### config.mk
export PLATFORM = sky130hd
export DESIGN_NAME = motor_overcurrent_protection_fsm_flat
export DESIGN_NICKNAME = d
export VERILOG_FILES = /design/src/sv/mop_pkg.sv /design/src/sv/mop_if.sv /design/src/sv/mop_step.sv /design/src/sv/motor_overcurrent_protection_fsm.sv /design/src/flat_wrapper.sv
export SDC_FILE = /design/constraint.sdc
export NUM_CORES = 1
export LEC_CHECK = 0
export BUFFER_PORTS_ARGS = -buffer_cell sky130_fd_sc_hd__buf_2
export CAP_MARGIN = 25
export CORE_ASPECT_RATIO = 2
export CORE_MARGIN = 8
export CORE_UTILIZATION = 33
export CTS_CLUSTER_DIAMETER = 120
export DETAILED_ROUTE_END_ITERATION = 10
export PLACE_DENSITY_LB_ADDON = 0.2
export SLEW_MARGIN = 30
export SYNTH_ARGS = -nofsm -noshare
export SYNTH_HDL_FRONTEND = slang
export SYNTH_HIERARCHICAL = 1
export SYNTH_SLANG_ARGS = --single-unit
### constraint.sdc
create_clock -name clk_i -period 6.1 [get_ports clk_i]
set_input_delay 0.915 -clock clk_i [delete_from_list [all_inputs] [get_ports clk_i]]
set_output_delay 0.915 -clock clk_i [all_outputs]
set_load 0.01 [all_outputs]
### src/sv/mop_pkg.sv
package mop_pkg;

  localparam int unsigned CNT_W     = 16;
  localparam int unsigned MA_W      = 15;
  localparam int unsigned SPEED_W   = 8;
  localparam int unsigned CFG_IDX_W = 3;
  localparam int unsigned CFG_DAT_W = 16;

  localparam logic [CNT_W-1:0] CNT_MAX = '1;

  // Input command codes; the fourth code is unused and changes nothing.
  localparam logic [1:0] CMD_TICK   = 2'd0;
  localparam logic [1:0] CMD_SAMPLE = 2'd1;
  localparam logic [1:0] CMD_EDGE   = 2'd2;

  // Configuration register indexes.
  localparam logic [CFG_IDX_W-1:0] REG_DEBOUNCE  = 3'd0;
  localparam logic [CFG_IDX_W-1:0] REG_SURGE     = 3'd1;
  localparam logic [CFG_IDX_W-1:0] REG_LIMIT     = 3'd2;
  localparam logic [CFG_IDX_W-1:0] REG_LOW_THR   = 3'd3;
  localparam logic [CFG_IDX_W-1:0] REG_HYST      = 3'd4;
  localparam logic [CFG_IDX_W-1:0] REG_RUN_SPEED = 3'd5;

  localparam logic [CNT_W-1:0]   DEBOUNCE_RST  = 16'd50;
  localparam logic [CNT_W-1:0]   SURGE_RST     = 16'd500;
  localparam logic [MA_W-1:0]    LIMIT_RST     = 15'd2000;
  localparam logic [MA_W-1:0]    LOW_THR_RST   = 15'd200;
  localparam logic [MA_W-1:0]    HYST_RST      = 15'd50;
  localparam logic [SPEED_W-1:0] RUN_SPEED_RST = 8'd200;

  typedef enum logic [1:0] {
    MODE_STOPPED = 2'd0,
    MODE_RUNNING = 2'd1,
    MODE_LOW     = 2'd2,
    MODE_TRIPPED = 2'd3
  } mode_e;

  typedef enum logic [1:0] {
    ACT_NONE    = 2'd0,
    ACT_BRAKE   = 2'd1,
    ACT_FORWARD = 2'd2
  } act_e;

  localparam logic [3:0] LAMP_RUNNING = 4'b0001;
  localparam logic [3:0] LAMP_STOPPED = 4'b0010;
  localparam logic [3:0] LAMP_TRIPPED = 4'b0100;
  localparam logic [3:0] LAMP_LOW     = 4'b1000;

  typedef struct packed {
    logic [CNT_W-1:0]   debounce_ms;
    logic [CNT_W-1:0]   surge_ignore_ms;
    logic [MA_W-1:0]    current_limit_ma;
    logic [MA_W-1:0]    low_threshold_ma;
    logic [MA_W-1:0]    hysteresis_ma;
    logic [SPEED_W-1:0] run_speed;
  } cfg_t;

  typedef struct packed {
    mode_e            mode;
    logic [CNT_W-1:0] since_edge_ms;
    logic [CNT_W-1:0] since_start_ms;
  } state_t;

  typedef struct packed {
    mode_e              mode;
    logic [3:0]         lamps;
    act_e               motor_action;
    logic [SPEED_W-1:0] motor_speed;
    logic               trip;
    logic               edge_taken;
  } result_t;

  function automatic logic [3:0] lamp_bits(mode_e m);
    logic [3:0] l;
    unique case (m)
      MODE_RUNNING: l = LAMP_RUNNING;
      MODE_STOPPED: l = LAMP_STOPPED;
      MODE_TRIPPED: l = LAMP_TRIPPED;
      MODE_LOW:     l = LAMP_LOW;
      default:      l = LAMP_STOPPED;
    endcase
    return l;
  endfunction

endpackage

### src/sv/mop_if.sv
interface mop_in_if;
  import mop_pkg::*;

  logic              valid;
  logic              ready;
  logic [1:0]        cmd;
  logic signed [15:0] current_ma;

  modport source (output valid, output cmd, output current_ma, input ready);
  modport sink   (input valid, input cmd, input current_ma, output ready);
endinterface

interface mop_res_if;
  import mop_pkg::*;

  logic               valid;
  logic               ready;
  logic [1:0]         mode;
  logic [3:0]         lamps;
  logic [1:0]         motor_action;
  logic [SPEED_W-1:0] motor_speed;
  logic               trip;
  logic               edge_taken;

  modport source (output valid, output mode, output lamps, output motor_action,
                  output motor_speed, output trip, output edge_taken, input ready);
  modport sink   (input valid, input mode, input lamps, input motor_action,
                  input motor_speed, input trip, input edge_taken, output ready);
endinterface

interface mop_cfg_if;
  import mop_pkg::*;

  logic                 valid;
  logic                 ready;
  logic [CFG_IDX_W-1:0] index;
  logic [CFG_DAT_W-1:0] data;

  modport source (output valid, output index, output data, input ready);
  modport sink   (input valid, input index, input data, output ready);
endinterface

### src/sv/mop_step.sv
module mop_step (
  input  mop_pkg::cfg_t    cfg_i,
  input  mop_pkg::state_t  state_i,
  input  logic [1:0]       cmd_i,
  input  logic signed [15:0] current_ma_i,
  output mop_pkg::state_t  state_o,
  output mop_pkg::result_t result_o
);
  import mop_pkg::*;

  logic [MA_W+1:0] mag;
  logic [MA_W+1:0] band_hi;
  logic [MA_W-1:0] band_lo;
  logic            armed;
  logic            over;
  logic            below_band;
  logic            above_band;
  logic            motor_on;
  logic            debounced;

  // Magnitude needs 17 bits: the most negative sample gives 32768.
  assign mag = current_ma_i[15] ? (17'h10000 - {1'b0, current_ma_i})
                                : {1'b0, current_ma_i};

  assign armed      = state_i.since_start_ms > cfg_i.surge_ignore_ms;
  assign over       = mag > {2'b00, cfg_i.current_limit_ma};
  assign band_lo    = cfg_i.low_threshold_ma - cfg_i.hysteresis_ma;
  assign band_hi    = {2'b00, cfg_i.low_threshold_ma} + {2'b00, cfg_i.hysteresis_ma};
  assign below_band = (cfg_i.low_threshold_ma > cfg_i.hysteresis_ma) &&
                      (mag < {2'b00, band_lo});
  assign above_band = mag > band_hi;
  assign motor_on   = (state_i.mode == MODE_RUNNING) || (state_i.mode == MODE_LOW);
  assign debounced  = state_i.since_edge_ms >= cfg_i.debounce_ms;

  always_comb begin
    state_o               = state_i;
    result_o.motor_action = ACT_NONE;
    result_o.motor_speed  = '0;
    result_o.trip         = 1'b0;
    result_o.edge_taken   = 1'b0;

    unique case (cmd_i)
      CMD_TICK: begin
        if (state_i.since_edge_ms != CNT_MAX) begin
          state_o.since_edge_ms = state_i.since_edge_ms + 1'b1;
        end
        if (state_i.since_start_ms != CNT_MAX) begin
          state_o.since_start_ms = state_i.since_start_ms + 1'b1;
        end
      end
      CMD_EDGE: begin
        if (debounced) begin
          result_o.edge_taken   = 1'b1;
          state_o.since_edge_ms = '0;
          if (motor_on) begin
            result_o.motor_action = ACT_BRAKE;
            state_o.mode          = MODE_STOPPED;
          end else begin
            result_o.motor_action  = ACT_FORWARD;
            result_o.motor_speed   = cfg_i.run_speed;
            state_o.since_start_ms = '0;
            state_o.mode           = MODE_RUNNING;
          end
        end
      end
      CMD_SAMPLE: begin
        if (motor_on) begin
          priority if (armed && over) begin
            result_o.motor_action = ACT_BRAKE;
            result_o.trip         = 1'b1;
            state_o.mode          = MODE_TRIPPED;
          end else if (below_band) begin
            state_o.mode = MODE_LOW;
          end else if (above_band) begin
            state_o.mode = MODE_RUNNING;
          end else begin
            state_o.mode = state_i.mode;
          end
        end
      end
      default: begin
        state_o = state_i;
      end
    endcase

    result_o.mode  = state_o.mode;
    result_o.lamps = lamp_bits(state_o.mode);
  end

endmodule

### src/sv/motor_overcurrent_protection_fsm.sv
// Channel   Dir  Beat contents
// in_i      in   cmd (tick, current sample, button edge), current_ma
// res_o     out  mode, lamps, motor_action, motor_speed, trip, edge_taken
// cfg_i     in   index, data (register write, always ready)
//
// One item per clock cycle sustained while res_o.ready is high; a result passes the input
// register and then the result register, a two-stage pipeline, so a new beat is taken while
// a result waits if the input register is empty; both stages stall only on res_o.ready.
// Reset sets the register defaults, mode stopped and the edge counter saturated.
module motor_overcurrent_protection_fsm (
  input  logic  clk_i,
  input  logic  rst_ni,
  mop_in_if.sink     in_i,
  mop_res_if.source  res_o,
  mop_cfg_if.sink    cfg_i
);
  import mop_pkg::*;

  cfg_t               cfg_q;
  state_t             state_q;
  state_t             state_d;
  result_t            result_d;
  result_t            result_q;
  logic               in_valid_q;
  logic [1:0]         cmd_q;
  logic signed [15:0] current_ma_q;
  logic               out_valid_q;
  logic               advance;
  logic               in_fire;

  assign advance     = !out_valid_q || res_o.ready;
  assign in_i.ready  = !in_valid_q || advance;
  assign in_fire     = in_i.valid && in_i.ready;
  assign cfg_i.ready = 1'b1;

  mop_step u_step (
    .cfg_i        (cfg_q),
    .state_i      (state_q),
    .cmd_i        (cmd_q),
    .current_ma_i (current_ma_q),
    .state_o      (state_d),
    .result_o     (result_d)
  );

  always_ff @(posedge clk_i or negedge rst_ni) begin
    if (!rst_ni) begin
      cfg_q.debounce_ms      <= DEBOUNCE_RST;
      cfg_q.surge_ignore_ms  <= SURGE_RST;
      cfg_q.current_limit_ma <= LIMIT_RST;
      cfg_q.low_threshold_ma <= LOW_THR_RST;
      cfg_q.hysteresis_ma    <= HYST_RST;
      cfg_q.run_speed        <= RUN_SPEED_RST;
    end else if (cfg_i.valid) begin
      unique case (cfg_i.index)
        REG_DEBOUNCE:  cfg_q.debounce_ms      <= cfg_i.data;
        REG_SURGE:     cfg_q.surge_ignore_ms  <= cfg_i.data;
        REG_LIMIT:     cfg_q.current_limit_ma <= cfg_i.data[MA_W-1:0];
        REG_LOW_THR:   cfg_q.low_threshold_ma <= cfg_i.data[MA_W-1:0];
        REG_HYST:      cfg_q.hysteresis_ma    <= cfg_i.data[MA_W-1:0];
        REG_RUN_SPEED: cfg_q.run_speed        <= cfg_i.data[SPEED_W-1:0];
        default:       cfg_q                  <= cfg_q;
      endcase
    end
  end

  // The state moves on when the item in the input register passes into the result register.
  always_ff @(posedge clk_i or negedge rst_ni) begin
    if (!rst_ni) begin
      state_q.mode           <= MODE_STOPPED;
      state_q.since_edge_ms  <= CNT_MAX;
      state_q.since_start_ms <= '0;
      in_valid_q             <= 1'b0;
      out_valid_q            <= 1'b0;
    end else begin
      if (in_fire) begin
        in_valid_q <= 1'b1;
      end else if (advance) begin
        in_valid_q <= 1'b0;
      end
      if (advance) begin
        out_valid_q <= in_valid_q;
        if (in_valid_q) begin
          state_q <= state_d;
        end
      end
    end
  end

  always_ff @(posedge clk_i) begin
    if (in_fire) begin
      cmd_q        <= in_i.cmd;
      current_ma_q <= in_i.current_ma;
    end
    if (advance && in_valid_q) begin
      result_q <= result_d;
    end
  end

  assign res_o.valid        = out_valid_q;
  assign res_o.mode         = result_q.mode;
  assign res_o.lamps        = result_q.lamps;
  assign res_o.motor_action = result_q.motor_action;
  assign res_o.motor_speed  = result_q.motor_speed;
  assign res_o.trip         = result_q.trip;
  assign res_o.edge_taken   = result_q.edge_taken;

endmodule

### src/flat_wrapper.sv
// flat-port wrapper written by rule: the top's interface ports become plain ports
module motor_overcurrent_protection_fsm_flat import mop_pkg::*;
  (clk_i, rst_ni, in_i_valid, in_i_cmd, in_i_current_ma, in_i_ready, res_o_valid, res_o_mode, res_o_lamps, res_o_motor_action, res_o_motor_speed, res_o_trip, res_o_edge_taken, res_o_ready, cfg_i_valid, cfg_i_index, cfg_i_data, cfg_i_ready);
  mop_in_if in_i_i ();
  mop_res_if res_o_i ();
  mop_cfg_if cfg_i_i ();
  input  logic clk_i;
  input  logic rst_ni;
  input wire logic [$bits(in_i_i.valid)-1:0] in_i_valid;
  input wire logic [$bits(in_i_i.cmd)-1:0] in_i_cmd;
  input wire logic [$bits(in_i_i.current_ma)-1:0] in_i_current_ma;
  output wire logic [$bits(in_i_i.ready)-1:0] in_i_ready;
  output wire logic [$bits(res_o_i.valid)-1:0] res_o_valid;
  output wire logic [$bits(res_o_i.mode)-1:0] res_o_mode;
  output wire logic [$bits(res_o_i.lamps)-1:0] res_o_lamps;
  output wire logic [$bits(res_o_i.motor_action)-1:0] res_o_motor_action;
  output wire logic [$bits(res_o_i.motor_speed)-1:0] res_o_motor_speed;
  output wire logic [$bits(res_o_i.trip)-1:0] res_o_trip;
  output wire logic [$bits(res_o_i.edge_taken)-1:0] res_o_edge_taken;
  input wire logic [$bits(res_o_i.ready)-1:0] res_o_ready;
  input wire logic [$bits(cfg_i_i.valid)-1:0] cfg_i_valid;
  input wire logic [$bits(cfg_i_i.index)-1:0] cfg_i_index;
  input wire logic [$bits(cfg_i_i.data)-1:0] cfg_i_data;
  output wire logic [$bits(cfg_i_i.ready)-1:0] cfg_i_ready;
  assign in_i_i.valid = in_i_valid;
  assign in_i_i.cmd = in_i_cmd;
  assign in_i_i.current_ma = in_i_current_ma;
  assign in_i_ready = in_i_i.ready;
  assign res_o_valid = res_o_i.valid;
  assign res_o_mode = res_o_i.mode;
  assign res_o_lamps = res_o_i.lamps;
  assign res_o_motor_action = res_o_i.motor_action;
  assign res_o_motor_speed = res_o_i.motor_speed;
  assign res_o_trip = res_o_i.trip;
  assign res_o_edge_taken = res_o_i.edge_taken;
  assign res_o_i.ready = res_o_ready;
  assign cfg_i_i.valid = cfg_i_valid;
  assign cfg_i_i.index = cfg_i_index;
  assign cfg_i_i.data = cfg_i_data;
  assign cfg_i_ready = cfg_i_i.ready;
  motor_overcurrent_protection_fsm u_core (.clk_i(clk_i), .rst_ni(rst_ni), .in_i(in_i_i), .res_o(res_o_i), .cfg_i(cfg_i_i));
endmodule
# After elaboration in Yosys (flattened, before gate mapping)
# Index checks and enable logic that the tools add are counted.
# W data, S select, Z words.
# word_totals
regBits,157
input_bits,42
memories,0
out_inout_bits,21
latch_bits,0
word_cells,98
rom_bits,0
ramBits,0
# op_classes
n_mul,0
shifts,0
muxes,23
add_sub_neg,5
reduce_logical,25
bitwise_logic,2
eq_ne,18
n_div,0
order_cmp,6
# op_table
operator,count
$pmux W32 S2,1
$mux W16,3
$mux W34,1
$add A16 B1 Y16 const B,2
$ne A16 B16 Y1 const B,2
$gt A17 B15 Y1,1
$gt A17 B16 Y1,1
$lt A17 B15 Y1,1
$mux W17,1
$sub A17 B16 Y17 const A,1
$add A15 B15 Y16,1
$ge A16 B16 Y1,1
$gt A16 B16 Y1,1
$pmux W4 S4,1
$reduce_and A2 Y1,8
$gt A15 B15 Y1,1
$sub A15 B15 Y15,1
$mux W10,1
$mux W2,5
$eq A2 B2 Y1 const B,4
$mux W8,1
$ne A2 B2 Y1 const B,4
$pmux W2 S2,2
$mux W1,7
other kinds (14),27

# Depth between registers and ports, before layout
# Gate-level depths: netlist (run 1).
# logic_depth
ltp_word,10
mapped_depth,21

# By module
# The synthesis (run 1) kept the hierarchy.
# by_module_without_submodules
module,area_per_inst_um2,n_inst,seq_area_each_um2,cells_per_inst
motor_overcurrent_protection_fsm,5771.8,1,4159.0,303
mop_step,4991.0,1,0.0,724

# Worst setup path after synthesis (run 1)
# OpenSTA, ideal clock, no wires.
# synth_path
path_kind,register -> register
startpoint,register u_core/cfg_q[9] in the netlist's numbering
endpoint,register u_core/state_q[32] in the netlist's numbering
setup_time_ns,0.125
path_slack_ns,1.692
arrival_ns,4.283
path_stages_with_launch,20
path_cell_list,dfstp_2 inv_1 ha_1 nand2b_1 a21oi_1 o21bai_1 a211oi_1 nor2_1 o41ai_1 a221oi_1 ha_1 nand4_1 or4_1 nand2_1 a21oi_1 a211oi_1 o311ai_4 or2_1 buf_4 mux2_2
# synth_rtl
element,line_no,source
from (decl),motor_overcurrent_protection_fsm.sv:19,cfg_t cfg_q;
from (signal assigned),motor_overcurrent_protection_fsm.sv:61,default: cfg_q <= cfg_q;
to (signal assigned),motor_overcurrent_protection_fsm.sv:83,state_q <= state_d;
to (decl),motor_overcurrent_protection_fsm.sv:20,state_t state_q;

==> out/qor.txt, run 1 <==
Netlist cell types -> 88
Top-Level Pins -> 63
CP Capture Type -> register
minimum clock period -> 4.975 ns
Post-synth EDFFs -> 36
Final Wtd Congestion -> 0.9766
Psw -> 1.600 mW
WL/cell -> 20.47 µm
Worst Hold Depth -> 1
H-tree levels -> 4
Area growth syn-to-layout -> 12.18%
critical path arrival -> 5.30 ns
Clock Sinks -> 157
Inst Count DP -> 1488
pin count of the biggest net entering global routing -> 52
mapped cell area -> 10760 µm²
# Max-Cap Violations -> 0
nets@finish -> 1237
die area -> 39000 µm²
total CTS buffers -> 17
f_max -> 201.0 MHz
initial drt markers -> 425
Final Max Tran Viols -> 0
Clock Path Buffers -> 2
Worst Tran Pin Value -> 0.9365 ns
clock group share of total power -> 27.4%
Seq cells post-synth -> 157
Fin Setup TNS -> 0 ns
routed vias -> 7914
commonest non-fill, non-tap cell in the layout -> ha_1
Final Cell Area -> 12070 µm²
Initial Util -> 33.39%
CTS resizes -> 0
Clock transition at path regs -> 0.06 ns
Final Cycle Share -> 81.55%
internal power -> 2.737 mW
CTS root buffer -> clkbuf_16
most frequent cells in the layout -> ha_1, mux2_2, inv_1, dfrtp_1, nor2_1
# setup viols final -> 0
RSZ-0062 raised after global routing -> false
Setup Skew -> 0.006978 ns
Die Wd -> 143.7 µm
DIE HEIGHT -> 271.4 µm
critical path class -> register to register
Worst R2R Setup Slack -> 1.13 ns
Layout Cells excl Fill -> 1521
top_reg_cell synth -> dfrtp_1
data required time at the worst endpoint -> 6.43 ns
final core occ -> 37.46%
number of port buffers -> 61
power per cell area -> 359.2 nW/µm²
Startpoint Class -> register
hold-fix buffers at CTS -> 0
Yosys warnings -> 6
worst rel slew slack -> 37.03%
worst min-delay path category -> register to register
async set-reset flop share out of synthesis -> 77.07%
GRT Residual Overflow -> 0
Worst Path Max Fanout -> 5
Global Route Usage Sum -> 16.46%
Final Total Pwr -> 4.337 mW
Avg Inst Size Synth -> 10.48 µm²
HPWL after detailed placement -> 24.98 mm
R2R Path Start -> u_core/cfg_q[9]
Max IR drop VDD -> 0.1882 mV
min-delay src -> u_core/in_valid_q
Reg area -> 4159 µm²
drt first pass iters -> 4
Leak Pwr -> 5.339 nW
global-route wire length before repair -> 47.34 mm
CORE AREA -> 32230 µm²
combinational share of power -> 39.9%
status -> complete, no violations
site row count -> 93
initial antenna violation count -> 1
vias in the first global route -> 8218
post-synthesis sequential area ratio -> 38.64%
placed cell areas -> 11430 µm²
Fin. Hold Viols -> 0
insertion delay of the later-clocked pin in the worst-skew pair -> 0.45 ns
Reg2Reg Depth -> 18
Cells after Synth -> 1027
sw frac -> 36.89%
antenna-violating nets left -> 0
drc violations -> 0
Reg power frac -> 32.7%
CTS tree -> yes
fraction of layout cells with a size suffix above 1 -> 26.08%
Syn Nets -> 1184
number of setup buffers added after CTS -> 0
vias per cell -> 5.203
multi-input combinational cell area -> 6041 µm²
R2R Path End -> u_core/state_q[32]
final wirelength -> 31.13 mm
Hold EP -> u_core/res_o.valid
Fillers -> 3233
==> worst max-delay path by stage <==
| stage | start | to | cells past startpoint |
|---|---|---|---|
| floorplan | u_core/cfg_q[9] | u_core/state_q[32] | 19 |
| detailed placement | u_core/cfg_q[9] | u_core/state_q[32] | 18 |
| CTS | u_core/cfg_q[9] | u_core/state_q[32] | 18 |
| finish | u_core/cfg_q[9] | u_core/state_q[32] | 18 |
| global placement | u_core/cfg_q[9] | u_core/state_q[32] | 18 |
| global route | u_core/cfg_q[9] | u_core/state_q[32] | 18 |
==> critical path: stages, from the launching register on <==
cell and delay (ns):
dfstp_2 0.57, inv_1 0.08, ha_1 0.32, nand2b_1 0.15, a21oi_1 0.18, o21bai_1 0.16, a211oi_1 0.30, nor2_1 0.11
o41ai_1 0.52, a221oi_1 0.17, ha_1 0.39, nand4_1 0.11, or4_1 0.51, nand2_1 0.11, a21oi_1 0.04, a211oi_1 0.45
o311ai_4 0.17, or2_1 0.25, mux2_2 0.26
==> stage by stage <==
stage / setup WS [ns] / hold WS (ns)
2_1_floorplan: 1.692 / 0.4572
3_3_place_gp: 1.183 / 0.4776
3_5_place_dp: 1.132 / 0.4768
4_1_cts: 1.104 / 0.4928
5_1_grt: 0.7079 / 0.4980
6_report: 1.126 / 0.4881
==> cells by family (layout without fill, tap and decap cells) <==
logic type | Yosys count | after routing | synth area share, %
AOI/OAI and AO/OA | 204 | 204 | 12.72
xor gates and xnor gates | 40 | 40 | 3.255
adders and majority gates | 115 | 115 | 13.51
buffers and inverters | 122 | 188 | 5.266
DFF | 157 | 157 | 38.64
muxes | 125 | 125 | 13.36
other | 1 | 2 | 0.03484
and+or+nand+nor | 263 | 263 | 13.22
==> area by class of cell <==
cell class              instances  share of cell area (%)
diodes                          1                 0.02073
flip-flops and latches        157                   34.45
clock buffers                  18                   3.554
well taps                     427                   4.425
repair buffers                 65                   2.902
inverters                      91                   2.829
clock inverters                14                   1.793
multi-input cells             748                   50.03
==> synthesized netlist by cell type, types with 16 or more instances <==
cell type / count / area share (%)
inv_1: 90 / 3.1
nand2_1: 49 / 1.7
dfrtp_1: 81 / 19
ha_1: 113 / 13
xnor2_1: 31 / 2.5
o21ai_0: 34 / 1.6
a21oi_1: 65 / 3.0
nor2_1: 72 / 2.5
a21o_1: 21 / 1.5
mux2_2: 108 / 11
nor3_1: 16 / 0.74
nand3_1: 24 / 1.1
dfstp_2: 40 / 9.8
nand4_1: 25 / 1.5
edfxtp_1: 36 / 10
==> flip-flops by register name, indices dropped and copies added, names as in the netlist <==
signal,flops
u_core/cfg_q,85
u_core/state_q,34
u_core/current_ma_q,16
u_core/res_o.motor_speed,8
u_core/res_o.lamps,4
u_core/cmd_q,2
u_core/res_o.mode,2
u_core/res_o.motor_action,2
u_core/in_valid_q,1
u_core/res_o.edge_taken,1
u_core/res_o.trip,1
u_core/res_o.valid,1
==> power by group through the flow <==
stage | sequential (mW) | combinational, mW | clock [mW]
floorplan | 1.39 | 1.26 | 0
detailed placement | 1.44 | 1.73 | 0
finish | 1.42 | 1.73 | 1.19
global route | 1.45 | 1.93 | 1.27
global placement | 1.44 | 1.70 | 0
CTS | 1.42 | 1.75 | 1.23
==> routing by layer <==
| layer | vias to the layer above | wire [µm] | GRT usage, % |
|---|---|---|---|
| met2 | 119 | 18400 | 33.29 |
| met3 | 65 | 587 | 2.005 |
| met5 | - | 0 | 0 |
| met4 | 0 | 1830 | 11.27 |
| met1 | 3904 | 10320 | 14.20 |
| li1 | 3826 | - | - |
(Power assumes the default switching activity.)
==> run 2, diff against run 1 <==
==> constraint.sdc (replaced) <==
create_clock -name clk_i -period 4.4 [get_ports clk_i]
set_input_delay 0.66 -clock clk_i [delete_from_list [all_inputs] [get_ports clk_i]]
set_output_delay 0.66 -clock clk_i [all_outputs]
set_load 0.01 [all_outputs]
==> out/qor.txt, run 2 (synthesis results as in run 1) <==
data required time at the worst endpoint -> 4.73 ns (was 6.43 ns)
final worst setup slack -> 0.06969 ns (was 1.126 ns)
Initial Util -> 33.39% (unchanged)
cell chain of the critical path -> buf_6 > inv_4 > ha_4 > inv_2 > fa_2 > a211oi_2 > o21bai_2 > a31o_4 > a221o_1 > a31o_2 > a21oi_2 > xnor2_1 > ha_1 > buf_4 > nand2_1 > nor2_1 > a32oi_1 > nand4_2 > a21oi_2 > o311ai_4 > or2_1 > mux2_2 (was inv_1 > ha_1 > nand2b_1 > a21oi_1 > o21bai_1 > a211oi_1 > nor2_1 > o41ai_1 > a221oi_1 > ha_1 > nand4_1 > or4_1 > nand2_1 > a21oi_1 > a211oi_1 > o311ai_4 > or2_1 > mux2_2)
# Max-Cap Violations -> 0 (unchanged)
Fin Setup TNS -> 0 ns (unchanged)
Reg2Reg Depth -> 22 (was 18)
R2R Path Start -> u_core/cfg_q[23] (was u_core/cfg_q[9])
f_max -> 230.9 MHz (was 201.0 MHz)
Setup WS pre-CTS -> -0.1585 ns (was 1.132 ns)
cell seen most often among critical-path stages -> a21oi_2
Die Wd -> 143.7 µm (unchanged)
placed cell areas -> 11720 µm² (was 11430 µm²)
most frequent cells in the layout -> ha_1, mux2_2, inv_1, dfrtp_1, nor2_1 (unchanged)
drc violations -> 0 (unchanged)
critical path class -> register to register (unchanged)
CTS root buffer -> clkbuf_16 (unchanged)
drt first pass iters -> 4 (unchanged)
Startpoint Class -> register (unchanged)
Final Wtd Congestion -> 0.9196 (was 0.9766)
vias in the first global route -> 8391 (was 8218)
nets@finish -> 1285 (was 1237)
status -> complete, no violations (unchanged)
GRT Residual Overflow -> 0 (unchanged)
critical path arrival -> 4.66 ns (was 5.30 ns)
DIE HEIGHT -> 271.4 µm (unchanged)
number of port buffers -> 61 (unchanged)
Leak Pwr -> 5.578 nW (was 5.339 nW)
RSZ-0062 raised after global routing -> true (was false)
minimum clock period -> 4.330 ns (was 4.975 ns)
tightest hold margin -> 0.2739 ns (was 0.4881 ns)
insertion delay of the later-clocked pin in the worst-skew pair -> 0.45 ns (about the same)
Largest register FFs -> 85 (unchanged)
Clock Path Buffers -> 2 (unchanged)
Final Cycle Share -> 98.42% (was 81.55%)
global-route wire length before repair -> 47.51 mm (was 47.34 mm)
Worst R2R Setup Slack -> 0.07 ns (was 1.13 ns)
commonest non-fill, non-tap cell in the layout -> ha_1 (unchanged)
antenna-violating nets left -> 0 (unchanged)
Max stage delay on crit path -> 0.40 ns (was 0.57 ns)
Clock Sinks -> 157 (unchanged)
Area growth syn-to-layout -> 16.84% (was 12.18%)
Top delay family on crit path -> compound AO/OA/AOI/OAI gates (unchanged)
worst min-delay path category -> input pin to async pin (was register to register)
Fin. Hold Viols -> 0 (unchanged)
Clock transition at path regs -> 0.07 ns (was 0.06 ns)
Max IR drop VDD -> 0.2561 mV (was 0.1882 mV)
HPWL after detailed placement -> 24.82 mm (was 24.98 mm)
fraction of layout cells with a size suffix above 1 -> 32.16% (was 26.08%)
Top-Level Pins -> 63 (unchanged)
slowest CP cell -> dfrtp_1 (was dfstp_2)
Global Route Usage Sum -> 16.39% (was 16.46%)
site row count -> 93 (unchanged)
worst rel slew slack -> 41.16% (was 37.03%)
Worst Tran Pin Value -> 0.8797 ns (was 0.9365 ns)
pin count of the biggest net entering global routing -> 67 (was 52)
total CTS buffers -> 17 (unchanged)
Reg with most FFs -> u_core/cfg_q (unchanged)
H-tree levels -> 4 (unchanged)
hold-fix buffers at CTS -> 0 (unchanged)
CP Capture Type -> register (unchanged)
Setup Skew -> 0.008388 ns (was 0.006978 ns)
routed vias -> 8110 (was 7914)
Final Total Pwr -> 6.199 mW (was 4.337 mW)
CTS tree -> yes (unchanged)
initial drt markers -> 404 (was 425)
Critical path buffers and inverters -> 4 (was 1)
CORE AREA -> 32230 µm² (unchanged)
# setup viols final -> 0 (unchanged)
vias per cell -> 5.172 (was 5.203)
final wirelength -> 31.26 mm (was 31.13 mm)
power per cell area -> 492.9 nW/µm² (was 359.2 nW/µm²)
Worst Path Max Fanout -> 3 (was 5)
Top Registers -> u_core/cfg_q x85, u_core/state_q x34, u_core/current_ma_q x16 (unchanged)
Final Cell Area -> 12580 µm² (was 12070 µm²)
# diodes -> 0 (was 1)
R2R Path End -> u_core/state_q[32] (unchanged)
Final Max Tran Viols -> 0 (unchanged)
initial antenna violation count -> 0 (was 1)
die area -> 39000 µm² (unchanged)
WL/cell -> 19.93 µm (was 20.47 µm)
[run 2: changes by cell type in the layout (fill, tap and decap cells not counted), sizes merged]
| cell | delta |
|---|---|
| clkbuf | -1 |
| clkinv | -5 |
| diode | -1 |
| buf | +48 |
| inv | +9 |
| bufinv | -4 |
| clkinvlp | +1 |
[run 2: per-layer routing]
metal / global-route usage, % / share of wire [%]
met5: 0 / 0
met2: 32.66 / 58
met1: 14.42 / 33
met4: 10.91 / 6.7
met3: 2.391 / 2.3
[run 2: what timing repair did]
action	4_1_cts	5_1_grt
setup buffers	2	8
setup endpoints to repair	8	8
pin swaps	10	21
resized for setup	10	34
[run 2: layout make-up]
class,count,area (µm²)
Tap cell,427,534.3
Timing Repair Buffer,113,714.4
Clock buffer,17,425.4
Sequential cell,157,4159
Fill cell,3229,19660
Clock inverter,15,165.2
Multi-Input combinational cell,748,6233
Inverter,91,344.1
[run 2: worst max path at each step]
stage                                 from            endpoint  slack (ns)  cells past startpoint
final                     u_core/cfg_q[23]  u_core/state_q[32]        0.07                     22
after global routing      u_core/cfg_q[23]  u_core/state_q[32]        -0.1                     22
after CTS                  u_core/cfg_q[8]  u_core/state_q[32]       0.005                     21
after detailed placement  u_core/cfg_q[23]  u_core/state_q[32]       -0.16                     21
after global placement     u_core/cfg_q[8]  u_core/state_q[32]       -0.10                     21
after floorplan            u_core/cfg_q[9]  u_core/state_q[32]         0.1                     19
[run 2: where the power goes]
group | internal (mW) | switching [mW] | leakage (nW)
clock | 0.812 | 0.699 | 0.292
sequential | 1.77 | 0.197 | 1.77
combinational | 1.24 | 1.48 | 3.52
total | 3.82 | 2.38 | 5.58
[run 2: metrics by stage]
stage | utilization [%] | instances
after floorplan | - | 1027
after global placement | 36.35 | 1526
after detailed placement | 36.35 | 1526
after CTS | 38.34 | 1560
after global routing | 39.02 | 1568
final | 39.02 | 1568
==> run 3, diff against run 2 <==
--- a/config.mk
+++ b/config.mk
@@ -16,5 +16,4 @@
 export SLEW_MARGIN = 30
 export SYNTH_ARGS = -nofsm -noshare
 export SYNTH_HDL_FRONTEND = slang
-export SYNTH_HIERARCHICAL = 1
 export SYNTH_SLANG_ARGS = --single-unit
==> out/qor.txt, run 3 <==
drc violations -> 0 (unchanged)
Final Total Pwr -> 6.001 mW (was 6.199 mW)
Global Route Usage Sum -> 16.48% (was 16.39%)
top_reg_cell synth -> dfrtp_1 (unchanged)
Cells after Synth -> 1041 (was 1027)
power per cell area -> 501.9 nW/µm² (was 492.9 nW/µm²)
number of port buffers -> 61 (unchanged)
placed cell areas -> 11040 µm² (was 11720 µm²)
Reg with most FFs -> u_core.cfg_q (was u_core/cfg_q)
RSZ-0062 raised after global routing -> true (unchanged)
Reg power frac -> 32.2% (was 31.7%)
total CTS buffers -> 17 (unchanged)
internal power -> 3.768 mW (was 3.824 mW)
Leak Pwr -> 5.156 nW (was 5.578 nW)
Largest register FFs -> 85 (unchanged)
Top Registers -> u_core.cfg_q x85, u_core.state_q x34, u_core.current_ma_q x16 (was u_core/cfg_q x85, u_core/state_q x34, u_core/current_ma_q x16)
R2R Path Start -> u_core.cfg_q[23] (was u_core/cfg_q[23])
vias in the first global route -> 8615 (was 8391)
initial drt markers -> 307 (was 404)
Inst Count DP -> 1475 (was 1526)
CORE AREA -> 30070 µm² (was 32230 µm²)
Area growth syn-to-layout -> 18.88% (was 16.84%)
CTS tree -> yes (unchanged)
CP Capture Type -> register (unchanged)
CTS root buffer -> clkbuf_16 (unchanged)
fraction of layout cells with a size suffix above 1 -> 24.02% (was 32.16%)
# setup viols final -> 0 (unchanged)
Netlist cell types -> 77 (was 88)
commonest non-fill, non-tap cell in the layout -> ha_1 (unchanged)
final worst setup slack -> 0.03530 ns (was 0.06969 ns)
# diodes -> 0 (unchanged)
H-tree levels -> 4 (unchanged)
initial antenna violation count -> 0 (unchanged)
nets@finish -> 1293 (was 1285)
Final Max Tran Viols -> 0 (unchanged)
Initial Util -> 33.45% (was 33.39%)
Clock Sinks -> 157 (unchanged)
Clock Path Buffers -> 2 (unchanged)
async set-reset flop share out of synthesis -> 77.07% (unchanged)
top-count cell post-synth -> ha_1 (unchanged)
Top-Level Pins -> 63 (unchanged)
mapped cell area -> 10060 µm² (was 10760 µm²)
DIE HEIGHT -> 262.9 µm (was 271.4 µm)
Setup Skew -> 0.01006 ns (was 0.008388 ns)
most area-consuming cells after synthesis -> dfrtp_1, ha_1, edfxtp_1 (was dfrtp_1, ha_1, mux2_2)
# Max-Cap Violations -> 0 (unchanged)
WL/cell -> 19.47 µm (was 19.93 µm)
M1 wire length -> 10.01 mm (was 10.36 mm)
Max IR drop VDD -> 0.3145 mV (was 0.2561 mV)
worst min-delay path category -> input pin to async pin (unchanged)
drt first pass iters -> 4 (unchanged)
critical path class -> register to register (unchanged)
Layout Cells excl Fill -> 1517 (was 1568)
Worst Tran Pin Value -> 0.7960 ns (was 0.8797 ns)
data required time at the worst endpoint -> 4.69 ns (was 4.73 ns)
post-synth top area share -> 20.15% (was 18.83%)
Startpoint Class -> register (unchanged)
Fin. Hold Viols -> 0 (unchanged)
Fin Setup TNS -> 0 ns (unchanged)
minimum clock period -> 4.365 ns (was 4.330 ns)
sw frac -> 37.22% (was 38.31%)
critical path arrival -> 4.65 ns (was 4.66 ns)
Worst Path Max Fanout -> 3 (unchanged)
Synth top cells by count -> ha_1, nand2_1, o21ai_0 (was ha_1, mux2_2, inv_1)
antenna-violating nets left -> 0 (unchanged)
routed vias -> 8080 (was 8110)
Clock transition at path regs -> 0.07 ns (about the same)
metal2 WL -> 17.57 mm (was 18.06 mm)
Syn Nets -> 1198 (was 1184)
post-synthesis sequential area ratio -> 41.35% (was 38.64%)
HPWL after detailed placement -> 23.22 mm (was 24.82 mm)
cell taking the most area after synthesis -> dfrtp_1 (unchanged)
Psw -> 2.233 mW (was 2.375 mW)
Final Cell Area -> 11960 µm² (was 12580 µm²)
die area -> 36660 µm² (was 39000 µm²)
pin count of the biggest net entering global routing -> 71 (was 67)
Fillers -> 2990 (was 3229)
Setup WS pre-CTS -> -0.3515 ns (was -0.1585 ns)
Die Wd -> 139.5 µm (was 143.7 µm)
R2R Path End -> u_core.res_o.lamps[0] (was u_core/state_q[32])
vias per cell -> 5.326 (was 5.172)
Final Cycle Share -> 99.20% (was 98.42%)
site row count -> 90 (was 93)
global-route wire length before repair -> 46.22 mm (was 47.51 mm)
Avg Inst Size Synth -> 9.662 µm² (was 10.48 µm²)
most frequent cells in the layout -> ha_1, nand2_1, o21ai_0, inv_1, dfrtp_1 (was ha_1, mux2_2, inv_1, dfrtp_1, nor2_1)
Highest Signal Layer -> met4 (unchanged)
status -> complete, no violations (unchanged)
Worst R2R Setup Slack -> 0.04 ns (was 0.07 ns)
f_max -> 229.1 MHz (was 230.9 MHz)
final wirelength -> 29.54 mm (was 31.26 mm)
insertion delay of the later-clocked pin in the worst-skew pair -> 0.45 ns (about the same)
worst rel slew slack -> 46.48% (was 41.16%)
Final Wtd Congestion -> 0.8461 (was 0.9196)
Post-synth EDFFs -> 36 (unchanged)
clock group share of total power -> 25.2% (was 24.4%)
Seq cells post-synth -> 157 (unchanged)
combinational share of power -> 42.6% (was 43.9%)
GRT Residual Overflow -> 0 (unchanged)
Yosys warnings -> 0 (was 6)
hold-fix buffers at CTS -> 0 (unchanged)
Reg2Reg Depth -> 22 (unchanged)
Met3 Routed Length -> 510 µm (was 731 µm)
-- run 3: cell types whose count changed after synthesis, moves of 8 or more --
cell / before / now
or4_1: 2 / 22
mux2_2: 108 / 28
nand4_1: 25 / 10
clkbuf_1: 6 / 29
o31ai_1: 7 / 28
and3_1: 8 / 16
o21ai_0: 34 / 91
nand2_1: 49 / 98
a31oi_1: 13 / 3
mux2_4: 10 / 0
nor2_1: 72 / 33
-- run 3: area by class of cell --
class                      count  area [µm²]  area share, %
tap                          368       460.4          3.851
timing repair buffer         115       733.2          6.132
multi-input combinational    756        5680          47.50
sequential                   157        4160          34.79
clock buffer                  18       429.2          3.589
inverter                      89       334.1          2.794
clock inverter                14       160.2          1.339
-- run 3: worst max-delay path by stage --
stage | start | to | cells past startpoint
2_1_floorplan | u_core.cfg_q[9] | u_core.res_o.lamps[1] | 20
3_5_place_dp | u_core.cfg_q[9] | u_core.res_o.lamps[1] | 20
3_3_place_gp | u_core.cfg_q[9] | u_core.res_o.lamps[2] | 19
6_report | u_core.cfg_q[23] | u_core.res_o.lamps[0] | 22
4_1_cts | u_core.cfg_q[9] | u_core.res_o.lamps[1] | 21
5_1_grt | u_core.cfg_q[23] | u_core.res_o.lamps[2] | 21
-- run 3: per-layer routing --
| layer | vias up | global-route usage [%] |
|---|---|---|
| met5 | - | 0 |
| met3 | 66 | 2.529 |
| met1 | 3947 | 13.99 |
| li1 | 3950 | - |
| met4 | 0 | 9.639 |
| met2 | 117 | 34.30 |
-- run 3: power groups by stage --
stage / combinational (mW) / clock, mW / sequential, mW
after CTS: 2.42 / 1.55 / 1.93
after detailed placement: 2.36 / 0 / 1.96
final: 2.56 / 1.51 / 1.93
after global routing: 2.86 / 1.61 / 1.97
after floorplan: 1.57 / 0 / 1.91
after global placement: 2.32 / 0 / 1.95
-- run 3: through the flow --
| step | utilization [%] | hold slack, ns |
|---|---|---|
| 6_report | 39.77 | 0.2302 |
| 5_1_grt | 39.77 | 0.2674 |
| 4_1_cts | 38.92 | 0.3637 |
| 3_5_place_dp | 36.70 | 0.4789 |
| 3_3_place_gp | 36.68 | 0.4776 |
| 2_1_floorplan | - | 0.3644 |
-- run 3: worst max-delay path, cell delays in order, from the launching register on --
cell and delay [ns]:
dfrtp_1 0.42, ha_4 0.18, fa_2 0.21, nor2b_4 0.14
o21bai_2 0.09, a21oi_2 0.19, o211ai_1 0.12, buf_4 0.16
a2111oi_4 0.43, o31ai_2 0.10, buf_4 0.15, buf_4 0.13
xnor2_1 0.12, ha_1 0.30, nand4_1 0.15, nor2_2 0.19
o31ai_1 0.11, o2111ai_1 0.09, o211a_1 0.24, o22ai_2 0.12
a311oi_4 0.29, inv_2 0.10, a211oi_2 0.20
-- run 3: cells by family (layout without fill, tap and decap cells) --
logic type,after synthesis,after routing,share of synthesized area (%)
AOI/OAI and AO/OA,273,273,17.25
xor gates and xnor gates,38,38,3.309
adders and majority gates,115,115,14.45
buffers and inverters,128,236,4.926
DFF,157,157,41.35
muxes,28,28,3.135
other,1,1,0.03728
and+or+nand+nor,301,301,15.54
-- run 3: timing repair --
item / CTS / global route
gates resized for setup: 12 / 41
pin swaps: 9 / 9
buffers inserted: 3 / 8
setup endpoints to repair: 8 / 8
